===== config.mk =====
export PLATFORM = sky130hd
export DESIGN_NAME = aging_task_scheduler
export DESIGN_NICKNAME = d
export VERILOG_FILES = /design/src/rtl/ats_pkg.sv /design/src/rtl/aging_task_scheduler.sv /design/src/rtl/ats_slot_alu.sv
export SDC_FILE = /design/constraint.sdc
export NUM_CORES = 2
export LEC_CHECK = 0
export ABC_AREA = 0
export BUFFER_PORTS_ARGS = -buffer_cell sky130_fd_sc_hd__buf_4
export CORE_MARGIN = 2
export CORE_UTILIZATION = 59
export CTS_BUF_LIST = sky130_fd_sc_hd__clkbuf_8
export DETAILED_ROUTE_END_ITERATION = 7
export GPL_TIMING_DRIVEN = 1
export MAX_ROUTING_LAYER = met4
export PLACE_DENSITY = 0.79
export SLEW_MARGIN = 15
export SYNTH_ARGS = -nofsm -noshare
export SYNTH_HDL_FRONTEND = slang
export SYNTH_SLANG_ARGS = --single-unit
export TNS_END_PERCENT = 30

===== constraint.sdc =====
create_clock -name i_clk -period 15.1 [get_ports i_clk]
set_clock_uncertainty 0.2 [all_clocks]
set_input_delay 3.02 -clock i_clk [delete_from_list [all_inputs] [get_ports i_clk]]
set_output_delay 3.02 -clock i_clk [all_outputs]
set_load 0.01 [all_outputs]

===== src/rtl/ats_pkg.sv =====
// Shared types, codes and constants for the aging task scheduler.
`default_nettype none

package ats_pkg;

    localparam int DEF_SLOTS = 16;
    localparam logic [15:0] ACCT_RESET   = 16'd100;
    localparam logic [15:0] PERIOD_RESET = 16'd1;
    localparam logic [15:0] MAX16        = 16'hFFFF;

    localparam logic [1:0] CMD_TICK  = 2'd0;
    localparam logic [1:0] CMD_WRITE = 2'd1;
    localparam logic [1:0] CMD_READ  = 2'd2;

    localparam logic [1:0] ST_READY   = 2'd0;
    localparam logic [1:0] ST_SLEEP   = 2'd1;
    localparam logic [1:0] ST_BLOCKED = 2'd2;

    typedef struct packed {
        logic        occupied;
        logic [1:0]  run_state;
        logic [15:0] sleep_cnt;
        logic [15:0] age;
        logic [15:0] exec_cnt;
        logic [15:0] cpu;
    } t_rec;

    typedef struct packed {
        logic win_end;
        logic idle_slot;
    } t_step_ctl;

endpackage

`default_nettype wire


===== src/rtl/aging_task_scheduler.sv =====
// Top level of the aging task scheduler: slot table, walk sequencer, ports.
//
//  channel  | handshake          | direction | content
//  ---------+--------------------+-----------+------------------------------------
//  input    | i_valid / o_ready  | in        | command, stack pointer, slot fields
//  output   | o_valid / i_ready  | out       | slot id and that slot's stored values
//  config   | psel/penable/...   | in/out    | accounting_period at byte address 0
//
// A schedule tick does one table read and one write-back per slot through a single slot
// update unit, then a read-modify-write of the winner. Write, read and the unused
// command do one table read plus the result load.
// Reset clears the slot records at once via per-slot valid bits; stack pointers stay.
// A result waits in the output register while the next word is accepted; a new
// result is held back only until the waiting one is taken.
`default_nettype none

module aging_task_scheduler #(
    parameter int SLOTS = ats_pkg::DEF_SLOTS
) (
    input  wire         i_clk,
    input  wire         i_rst_n,
    input  wire         i_valid,
    output logic        o_ready,
    input  wire  [1:0]  i_command,
    input  wire  [31:0] i_stack_ptr,
    input  wire  [3:0]  i_slot_sel,
    input  wire         i_occupied_in,
    input  wire  [1:0]  i_run_state_in,
    input  wire  [15:0] i_sleep_ticks,
    output logic        o_valid,
    input  wire         i_ready,
    output logic [3:0]  o_slot_id,
    output logic [31:0] o_slot_stack_ptr,
    output logic        o_occupied_out,
    output logic [1:0]  o_run_state_out,
    output logic [15:0] o_sleep_left,
    output logic [15:0] o_cpu_share,
    input  wire         psel,
    input  wire         penable,
    input  wire         pwrite,
    input  wire  [2:0]  paddr,
    input  wire  [31:0] pwdata,
    output logic [31:0] prdata,
    output logic        pready
);

    localparam int IW = (SLOTS > 2) ? $clog2(SLOTS) : 1;
    localparam int CW = IW + 1;

    localparam logic [2:0] S_IDLE   = 3'd0;
    localparam logic [2:0] S_WALK   = 3'd1;
    localparam logic [2:0] S_FIN_RD = 3'd2;
    localparam logic [2:0] S_FIN_WR = 3'd3;
    localparam logic [2:0] S_RD     = 3'd4;
    localparam logic [2:0] S_RPT    = 3'd5;
    localparam logic [2:0] S_LOAD   = 3'd6;

    logic [2:0]       r_state;
    logic [CW-1:0]    r_idx;
    logic [IW-1:0]    r_win;
    logic [15:0]      r_best;
    logic             r_win_end;
    logic [IW-1:0]    r_cur;
    logic [15:0]      r_period;
    logic [15:0]      r_acct;
    logic [SLOTS-1:0] r_valid;
    logic [IW-1:0]    r_tgt;
    logic             r_tgt_ok;
    logic [3:0]       r_tgt_id;
    logic             r_out_valid;

    ats_pkg::t_rec    r_rec_mem [SLOTS];
    logic [31:0]      r_sp_mem  [SLOTS];
    ats_pkg::t_rec    r_rec_q;
    logic             r_vld_q;
    logic [31:0]      r_sp_q;

    logic [3:0]       r_res_id;
    logic [31:0]      r_res_sp;
    logic             r_res_occ;
    logic [1:0]       r_res_run;
    logic [15:0]      r_res_sleep;
    logic [15:0]      r_res_cpu;

    logic [3:0]       r_o_id;
    logic [31:0]      r_o_sp;
    logic             r_o_occ;
    logic [1:0]       r_o_run;
    logic [15:0]      r_o_sleep;
    logic [15:0]      r_o_cpu;

    logic               accept;
    logic               sel_ok;
    logic               walk_last;
    logic [IW-1:0]      pidx;
    logic [IW-1:0]      rd_addr;
    ats_pkg::t_rec      rec_rd;
    ats_pkg::t_rec      alu_rec;
    logic               alu_take;
    ats_pkg::t_step_ctl alu_ctl;
    ats_pkg::t_rec      win_rec;
    ats_pkg::t_rec      wr_rec;
    logic               rec_we;
    logic [IW-1:0]      rec_waddr;
    ats_pkg::t_rec      rec_wdata;
    logic               sp_we;
    logic [IW-1:0]      sp_waddr;
    logic               load_out;
    logic               cfg_wr;

    assign o_ready   = (r_state == S_IDLE);
    assign accept    = i_valid && o_ready;
    assign sel_ok    = (32'(i_slot_sel) < 32'(SLOTS));
    assign walk_last = (r_idx == CW'(SLOTS));
    assign pidx      = IW'(r_idx - CW'(1));
    assign rec_rd    = r_vld_q ? r_rec_q : '0;
    assign load_out  = (r_state == S_LOAD) && (!r_out_valid || i_ready);

    assign alu_ctl.win_end   = r_win_end;
    assign alu_ctl.idle_slot = (pidx == '0);

    ats_slot_alu u_alu (
        .i_rec  (rec_rd),
        .i_ctl  (alu_ctl),
        .i_best (r_best),
        .o_rec  (alu_rec),
        .o_take (alu_take)
    );

    always_comb begin
        win_rec     = rec_rd;
        win_rec.age = 16'd0;
        if (rec_rd.exec_cnt != ats_pkg::MAX16) begin
            win_rec.exec_cnt = rec_rd.exec_cnt + 16'd1;
        end
    end

    always_comb begin
        wr_rec           = '0;
        wr_rec.occupied  = i_occupied_in;
        wr_rec.run_state = (i_run_state_in > ats_pkg::ST_BLOCKED) ? ats_pkg::ST_BLOCKED
                                                                   : i_run_state_in;
        wr_rec.sleep_cnt = i_sleep_ticks;
    end

    always_comb begin
        unique case (r_state)
            S_WALK:   rd_addr = walk_last ? '0 : IW'(r_idx);
            S_FIN_RD: rd_addr = r_win;
            default:  rd_addr = r_tgt;
        endcase
    end

    always_comb begin
        rec_we    = 1'b0;
        rec_waddr = IW'(i_slot_sel);
        rec_wdata = wr_rec;
        sp_we     = 1'b0;
        sp_waddr  = IW'(i_slot_sel);
        unique case (r_state)
            S_IDLE: begin
                if (accept && i_command == ats_pkg::CMD_WRITE && sel_ok) begin
                    rec_we = 1'b1;
                    sp_we  = 1'b1;
                end else if (accept && i_command == ats_pkg::CMD_TICK) begin
                    sp_we    = 1'b1;
                    sp_waddr = r_cur;
                end
            end
            S_WALK: begin
                if (r_idx != '0) begin
                    rec_we    = 1'b1;
                    rec_waddr = pidx;
                    rec_wdata = alu_rec;
                end
            end
            S_FIN_WR: begin
                rec_we    = 1'b1;
                rec_waddr = r_win;
                rec_wdata = win_rec;
            end
            default: begin
                rec_we = 1'b0;
            end
        endcase
    end

    always_ff @(posedge i_clk) begin
        if (rec_we) begin
            r_rec_mem[rec_waddr] <= rec_wdata;
        end
        if (sp_we) begin
            r_sp_mem[sp_waddr] <= i_stack_ptr;
        end
        r_rec_q <= r_rec_mem[rd_addr];
        r_sp_q  <= r_sp_mem[rd_addr];
    end

    assign cfg_wr = psel && penable && pwrite && pready && !paddr[2];
    assign pready = 1'b1;
    assign prdata = paddr[2] ? 32'd0 : {16'd0, r_acct};

    always_ff @(posedge i_clk) begin
        if (!i_rst_n) begin
            r_state     <= S_IDLE;
            r_out_valid <= 1'b0;
            r_valid     <= '0;
            r_vld_q     <= 1'b0;
            r_cur       <= '0;
            r_period    <= ats_pkg::PERIOD_RESET;
            r_acct      <= ats_pkg::ACCT_RESET;
        end else begin
            if (cfg_wr) begin
                r_acct <= pwdata[15:0];
            end
            if (rec_we) begin
                r_valid[rec_waddr] <= 1'b1;
            end
            r_vld_q <= r_valid[rd_addr];
            if (load_out) begin
                r_out_valid <= 1'b1;
            end else if (i_ready) begin
                r_out_valid <= 1'b0;
            end
            unique case (r_state)
                S_IDLE: begin
                    if (accept) begin
                        if (i_command == ats_pkg::CMD_TICK) begin
                            r_state  <= S_WALK;
                            r_period <= (r_period >= r_acct) ? ats_pkg::PERIOD_RESET
                                                             : r_period + 16'd1;
                        end else begin
                            r_state <= S_RD;
                        end
                    end
                end
                S_WALK: begin
                    if (walk_last) begin
                        r_state <= S_FIN_RD;
                    end
                end
                S_FIN_RD: r_state <= S_FIN_WR;
                S_FIN_WR: begin
                    r_cur   <= r_win;
                    r_state <= S_LOAD;
                end
                S_RD:     r_state <= S_RPT;
                S_RPT:    r_state <= S_LOAD;
                S_LOAD: begin
                    if (load_out) begin
                        r_state <= S_IDLE;
                    end
                end
                default:  r_state <= S_IDLE;
            endcase
        end
    end

    always_ff @(posedge i_clk) begin
        unique case (r_state)
            S_IDLE: begin
                if (accept) begin
                    r_idx     <= '0;
                    r_win     <= '0;
                    r_best    <= 16'd0;
                    r_win_end <= (r_period >= r_acct);
                    unique case (i_command) inside
                        ats_pkg::CMD_WRITE, ats_pkg::CMD_READ: begin
                            r_tgt    <= IW'(i_slot_sel);
                            r_tgt_ok <= sel_ok;
                            r_tgt_id <= i_slot_sel;
                        end
                        default: begin
                            r_tgt    <= r_cur;
                            r_tgt_ok <= 1'b1;
                            r_tgt_id <= 4'(r_cur);
                        end
                    endcase
                end
            end
            S_WALK: begin
                if (r_idx != '0 && alu_take) begin
                    r_win  <= pidx;
                    r_best <= rec_rd.age;
                end
                if (!walk_last) begin
                    r_idx <= r_idx + CW'(1);
                end
            end
            S_FIN_WR: begin
                r_res_id    <= 4'(r_win);
                r_res_sp    <= r_sp_q;
                r_res_occ   <= win_rec.occupied;
                r_res_run   <= win_rec.run_state;
                r_res_sleep <= win_rec.sleep_cnt;
                r_res_cpu   <= win_rec.cpu;
            end
            S_RPT: begin
                r_res_id    <= r_tgt_id;
                r_res_sp    <= r_tgt_ok ? r_sp_q : 32'd0;
                r_res_occ   <= r_tgt_ok && rec_rd.occupied;
                r_res_run   <= r_tgt_ok ? rec_rd.run_state : ats_pkg::ST_READY;
                r_res_sleep <= r_tgt_ok ? rec_rd.sleep_cnt : 16'd0;
                r_res_cpu   <= r_tgt_ok ? rec_rd.cpu : 16'd0;
            end
            default: begin
                r_idx <= r_idx;
            end
        endcase
        if (load_out) begin
            r_o_id    <= r_res_id;
            r_o_sp    <= r_res_sp;
            r_o_occ   <= r_res_occ;
            r_o_run   <= r_res_run;
            r_o_sleep <= r_res_sleep;
            r_o_cpu   <= r_res_cpu;
        end
    end

    assign o_valid          = r_out_valid;
    assign o_slot_id        = r_o_id;
    assign o_slot_stack_ptr = r_o_sp;
    assign o_occupied_out   = r_o_occ;
    assign o_run_state_out  = r_o_run;
    assign o_sleep_left     = r_o_sleep;
    assign o_cpu_share      = r_o_cpu;

endmodule

`default_nettype wire


===== src/rtl/ats_slot_alu.sv =====
// Per-slot update of one walk step: aging, sleep countdown, window close, oldest compare.
`default_nettype none

module ats_slot_alu (
    input  wire ats_pkg::t_rec      i_rec,
    input  wire ats_pkg::t_step_ctl i_ctl,
    input  wire [15:0]              i_best,
    output ats_pkg::t_rec           o_rec,
    output logic                    o_take
);

    always_comb begin
        o_rec  = i_rec;
        o_take = 1'b0;
        if (!i_ctl.idle_slot && i_rec.occupied && i_rec.run_state == ats_pkg::ST_READY) begin
            o_take = (i_rec.age >= i_best);
            if (i_rec.age != ats_pkg::MAX16) begin
                o_rec.age = i_rec.age + 16'd1;
            end
        end else if (!i_ctl.idle_slot && i_rec.occupied
                     && i_rec.run_state == ats_pkg::ST_SLEEP) begin
            if (i_rec.sleep_cnt <= 16'd1) begin
                o_rec.sleep_cnt = 16'd0;
                o_rec.run_state = ats_pkg::ST_READY;
            end else begin
                o_rec.sleep_cnt = i_rec.sleep_cnt - 16'd1;
            end
        end
        if (i_ctl.win_end) begin
            o_rec.cpu      = i_rec.exec_cnt;
            o_rec.exec_cnt = 16'd0;
        end
    end

endmodule

`default_nettype wire


# After elaboration in Yosys (flattened, before gate mapping)
# Memories as Yosys holds them, arrays and structs flattened. A register that Yosys moved wholly into a read port is not among the register bits.
# Index checks and enable logic that the tools add are counted.
word_totals:
  mem_count: 2
  input_bits: 99
  mem_bits_rw: 1584
  out_inout_bits: 106
  word_cells: 147
  ff_bits: 229
op_classes:
  add_sub_neg: 6
  mux: 59
  bitwise: 1
  reduce_logical: 31
  eq_ne: 17
  n_lt_le_gt_ge: 7
memory_table:
  columns: ["memory", "depth", "width", "read_ports", "rd_ports_with_merged_regs", "wr", "line_no", "text"]
  rows:
  - ["r_rec_mem", 16, 67, 1, 1, 1, "aging_task_scheduler.sv:72", "ats_pkg::t_rec r_rec_mem [SLOTS];"]
  - ["r_sp_mem", 16, 32, 1, 1, 1, "aging_task_scheduler.sv:73", "logic [31:0] r_sp_mem [SLOTS];"]
ops:
  columns: ["operator", "count"]
  rows:
  - ["2-to-1 mux 16 bit", 10]
  - ["2-to-1 mux 67 bit", 2]
  - ["one-hot mux 67 bit (2 select lines)", 1]
  - ["2-to-1 mux 32 bit", 2]
  - ["adder 16 x 1 -> 16 bit (second input constant)", 3]
  - ["2-to-1 mux 18 bit", 2]
  - [">= comparator 16 bit", 2]
  - ["2-to-1 mux 4 bit", 8]
  - ["!= test 16 bit (second input constant)", 2]
  - ["one-hot mux 16 bit (2 select lines)", 1]
  - ["one-hot mux 4 bit (2 select lines)", 4]
  - ["one-hot mux 3 bit (6 select lines)", 1]
  - ["less-or-equal comparator 16 x 1 -> 1 bit (second input constant)", 1]
  - ["OR 16 bit", 1]
  - ["subtractor 16 x 1 -> 16 bit (second input constant)", 1]
  - ["2-to-1 mux 1 bit", 15]
  - ["logical AND 1 bit", 12]
  - ["2-to-1 mux 3 bit", 4]
  - ["AND reduction 3 bit", 4]
  - ["less-than comparator 4 x 5 -> 1 bit (second input constant)", 2]
  - ["2-to-1 mux 5 bit", 2]
  - ["one-hot mux 5 bit (2 select lines)", 1]
  - ["equality test 3 bit (second input constant)", 3]
  - ["!= test 2 bit (second input constant)", 4]
  - ["other kinds (23)", 33]

# Depth between registers and ports, before layout
logic_depth:
  depth_word: 9
  depth_mapped: 15
  ltp_nobuf: 10

# Cells and area by module
# From an unflattened synthesis, not the netlist that was laid out.
hier_totals:
  cells_unflattened: 4363
  hier_area_um2: 74213.7
modules_own_cells:
  columns: ["module", "area_per_inst_um2", "instances", "cells_each", "seq_area_each_um2"]
  rows:
  - ["aging_task_scheduler", 72704.7, 1, 4142, 55853.6]
  - ["ats_slot_alu", 1508.9, 1, 221, 0.0]

# Worst setup path after synthesis
# No wires, ideal clock.
synth_timing:
  path_kind: "input-to-reg"
  startpoint: "input port i_command[1]"
  endpoint: "memory r_rec_mem[4][0] in the netlist's numbering, enable pin"
  stages: 6
  arrival_ps: 6811
  path_buffers: 0
  setup_ps: 494
  path_slack_ps: 7595
  required_ps: 14406
  cell_sequence: "inv_1 > ha_1 > a31oi_1 > a211oi_1 > nand3_1 > nor2_1"
synth_between:
  elab_chain_cells: 6
synth_lines:
  columns: ["item", "line_no", "text"]
  rows:
  - ["from (decl)", "aging_task_scheduler.sv:24", "input wire [1:0] i_command,"]
  - ["equality test 2 x 1 -> 1 bit", "aging_task_scheduler.sv:162", "if (accept && i_command == ats_pkg::CMD_WRITE && sel_ok) begin"]
  - ["logical AND 1 bit", "aging_task_scheduler.sv:162", null]
  - ["2-to-1 mux 1 bit", "aging_task_scheduler.sv:162", null]
  - ["one-hot mux 1 bit (3 select lines)", "aging_task_scheduler.sv:160", "unique case (r_state)"]
  - ["2-to-1 mux 1 bit", "aging_task_scheduler.sv:189", "if (rec_we) begin"]
  - ["2-to-1 mux 1 bit (not written as such)", "aging_task_scheduler.sv:190", "r_rec_mem[rec_waddr] <= rec_wdata;"]
  - ["to (decl)", "aging_task_scheduler.sv:72", null]
# Every way passes these cells.

# Worst setup path after layout
layout_timing:
  startpoint: "input port paddr[2]"
  endpoint: "output port prdata[12]"
layout_between:
  elab_chain_cells: 1
layout_lines:
  columns: ["item", "line_no", "text"]
  rows:
  - ["from (decl)", "aging_task_scheduler.sv:41", "input wire [2:0] paddr,"]
  - ["2-to-1 mux 16 bit", "aging_task_scheduler.sv:201", "assign prdata = paddr[2] ? 32'd0 : {16'd0, r_acct};"]
  - ["to (decl)", "aging_task_scheduler.sv:43", "output logic [31:0] prdata,"]
# Every way passes these cells.

==> summary.md <==
| Metric | Value |
|---|---|
| Status | `finished, final reports clean` |
| Critical Path Sink Type | `output port` |
| Pwr/cell area | `141 nW/um2` |
| Post-route minimum period | `6.77 ns` |
| Syn Inst Count | `4330` |
| Share of cells above drive strength 1 | `14.6%` |
| Number of global-route vias before repair | `39700` |
| Initial antenna violation count | `2` |
| Internal power consumption | `0.00865 W` |
| Vias per cell | `6.24` |
| # Max-Cap Violations | `0` |
| Crit path max fanout | `18` |
| Post-synth EDFFs | `1756` |
| Cell row count | `129` |
| Worst-Skew Late Latency | `0.98 ns` |
| Crit path DAT | `3.55 ns` |
| Initial core utilization | `59.4%` |
| Type of the worst setup path | `input pin to output port` |
| Final setup viols | `0` |
| Clock Power Share | `34.5%` |
| Switching Share | `25.5%` |
| 1st-iter DRT viols | `4760` |
| Final Hold Fails | `0` |
| Least-Margin Pin Slew | `1.26 ns` |
| Total core area | `124000 um2` |
| Clock transition at path regs | `0.06 ns` |
| Max-slew headroom | `15.7%` |
| Max-slew violation count | `0` |
| Sink Count | `1912` |
| FMAX | `148 MHz` |
| Number of port buffers | `169` |
| Synth cell types | `74` |
| # fillers | `7925` |
| Grt total ovfl | `0` |
| Ys async rst share | `0%` |
| Gpl congestion | `0.869` |
| Critical path required time | `11.88 ns` |
| #FFs+latches synth | `1912` |
| Area Overhead vs Synth | `11.9%` |
| Crit start category | `input pin` |
| Placed wire-length estimate | `84500 um` |
| Leak | `30.3 nW` |
| Reg power frac | `53.1%` |
| Total of warnings raised by yosys | `0` |
| CTS Hold Bufs | `0` |
| I/O Pins | `205` |
| P_sw | `0.00297 W` |
| Final Cycle Share | `44.8%` |
| Post-Route WL | `169000 um` |
| Via Count | `40800` |
| Cts repair resizes | `0` |
| Logic pwr share | `12.4%` |
| GRT Util Overall | `26.9%` |
| CTS tree | `yes` |
| Post-CTS setup buffers | `0` |
| Die Area | `127000 um2` |
| Total Neg Setup Slack | `0 ns` |
| Avg Inst Size Synth | `17.0 um2` |
| Final net count | `4813` |
| Util after Layout | `66.5%` |
| CTS buffer count | `302` |
| First-pass GRT wire length | `246000 um` |
| Drt first pass iters | `8` |
| Top_reg_cell synth | `edfxtp_1` |
| Cell Area, Synth | `73500 um2` |
| Die X | `357 um` |
| Die Ht | `357 um` |
| RSZ-0062 raised after global routing | `false` |
| Pin count of the biggest net entering global routing | `149` |
| DRC Markers | `0` |
| Sequential area share after synthesis | `76.0%` |
| Post-DRT Antenna Nets | `0` |
| H-tree Lvls | `5` |
| Worst hold path class | `flop to flop` |
| Clk buf depth | `4` |
| Root Buffer | `clkbuf_8` |
| Worst vdd ir | `98.5 uV` |
| DR WL/cell | `25.9 um` |
## cell usage after synthesis (21+ instances only)
cell      number  share of area (%)
mux2i_1      802                 11
nand4_1       21               0.18
dfxtp_1      156                4.3
and2_1        23               0.20
xnor2_1       32               0.38
nor2_1       154               0.79
buf_2         70               0.48
o22ai_1      403                3.4
inv_1         79               0.40
or4_1        100                1.0
ha_1          43               0.73
nand2_1      145               0.74
o21ai_0       40               0.27
clkbuf_1      85               0.43
edfxtp_1    1756                 72
nand3_1       25               0.17
a21oi_1       57               0.39
buf_4         64               0.65
## cells by family after synthesis
group / synth area share, %
compound gates: 5.41
xor+xnor: 0.525
fa+ha+maj: 0.732
buf+inv: 2.17
flops: 76.0
mux: 11.1
other cells: 0.0102
simple gates: 4.03
## layout make-up
| type | count | area [um2] | area share (%) |
|---|---|---|---|
| flip-flops and latches | 1912 | 55900 | 68.0 |
| inverters | 81 | 304 | 0.370 |
| clock buffers | 337 | 4640 | 5.64 |
| repair buffers | 265 | 2000 | 2.44 |
| multi-input cells | 2109 | 16400 | 20.0 |
| clock inverters | 196 | 907 | 1.10 |
| well taps | 1637 | 2050 | 2.49 |
| diodes | 1 | 2.50 | 0.00304 |
## worst max-delay path: stages
cell	delay [ns]
buf_4	0.17
nor2_1	0.19
buf_4	0.16
## cell usage in the layout, fill, tap and decap left out, types with 5 or more instances in the layout
cell	instances
edfxtp_1	1756
mux2i_1	802
o22ai_1	402
clkbuf_8	337
buf_4	262
inv_1	205
dfxtp_1	155
nand2_1	145
nor2_1	120
or4_1	100
a21oi_1	56
ha_1	43
o21ai_0	39
nor2_4	33
xnor2_1	32
clkinv_2	30
clkinv_1	29
nand3_1	24
and2_1	23
nand4_1	21
nor2b_1	19
o21a_1	19
nor3_1	17
conb_1	17
a31oi_1	16
a22oi_1	14
a21o_1	13
xor2_1	12
and3_1	11
mux2_2	10
o211ai_1	10
or3_1	9
nand2b_1	9
nor3b_1	8
nand3b_1	5
clkinvlp_4	5
## metal layers
layer	vias up	wire length (um)	global-route usage (%)
met3	349	16200	4.51
met2	2269	81300	42.1
met4	0	4360	8.66
met1	20400	67300	36.6
met5	-	0	-
li1	17800	-	-
## sequential cells by signal (all words and copies together) (netlist names), 2 cells and up
signal / cells
r_period: 16
r_valid: 16
o_run_state_out: 2
r_best: 16
r_win: 4
r_res_cpu: 16
o_slot_id: 4
r_tgt_id: 4
r_res_sleep: 16
o_sleep_left: 16
r_acct: 16
r_rec_mem: 1072
o_cpu_share: 16
o_slot_stack_ptr: 32
r_sp_mem: 512
r_cur: 4
r_res_run: 2
r_res_id: 4
r_rec_q: 67
r_state: 3
r_sp_q: 32
r_idx: 5
r_res_sp: 32
## metrics by stage
stage          power, W  hold slack, ns  worst slack, ns  cell area, um2  std cells
6_report         0.0116           0.177             8.33           82200       6538
5_1_grt          0.0120           0.183             8.32           82200       6538
4_1_cts          0.0117           0.177             8.30           82100       6535
3_5_place_dp    0.00769           0.189             7.98           76600       6002
3_3_place_gp    0.00765           0.186             8.15           76600       6002
2_1_floorplan   0.00723           0.186             7.60           73500       4345
## power groups by stage
stage               logic [W]  clock network (W)  registers (W)
floorplan             0.00104                  0        0.00618
global placement      0.00139                  0        0.00626
detailed placement    0.00142                  0        0.00627
CTS                   0.00143            0.00406        0.00616
global route          0.00152            0.00429        0.00618
finish                0.00144            0.00401        0.00617
## final timing paths
check / endpoint / startpoint / slack (ns) / cells after the start
max: prdata[12] / paddr[2] / 8.33 / 3
min: o_slot_stack_ptr[28] / r_res_sp[28] / 0.18 / 0
max reg2reg: r_rec_q[58] / r_state[0] / 8.68 / 11
min reg2reg: o_slot_stack_ptr[28] / r_res_sp[28] / 0.18 / 0
No activity file was read; power rests on OpenSTA's default activity.
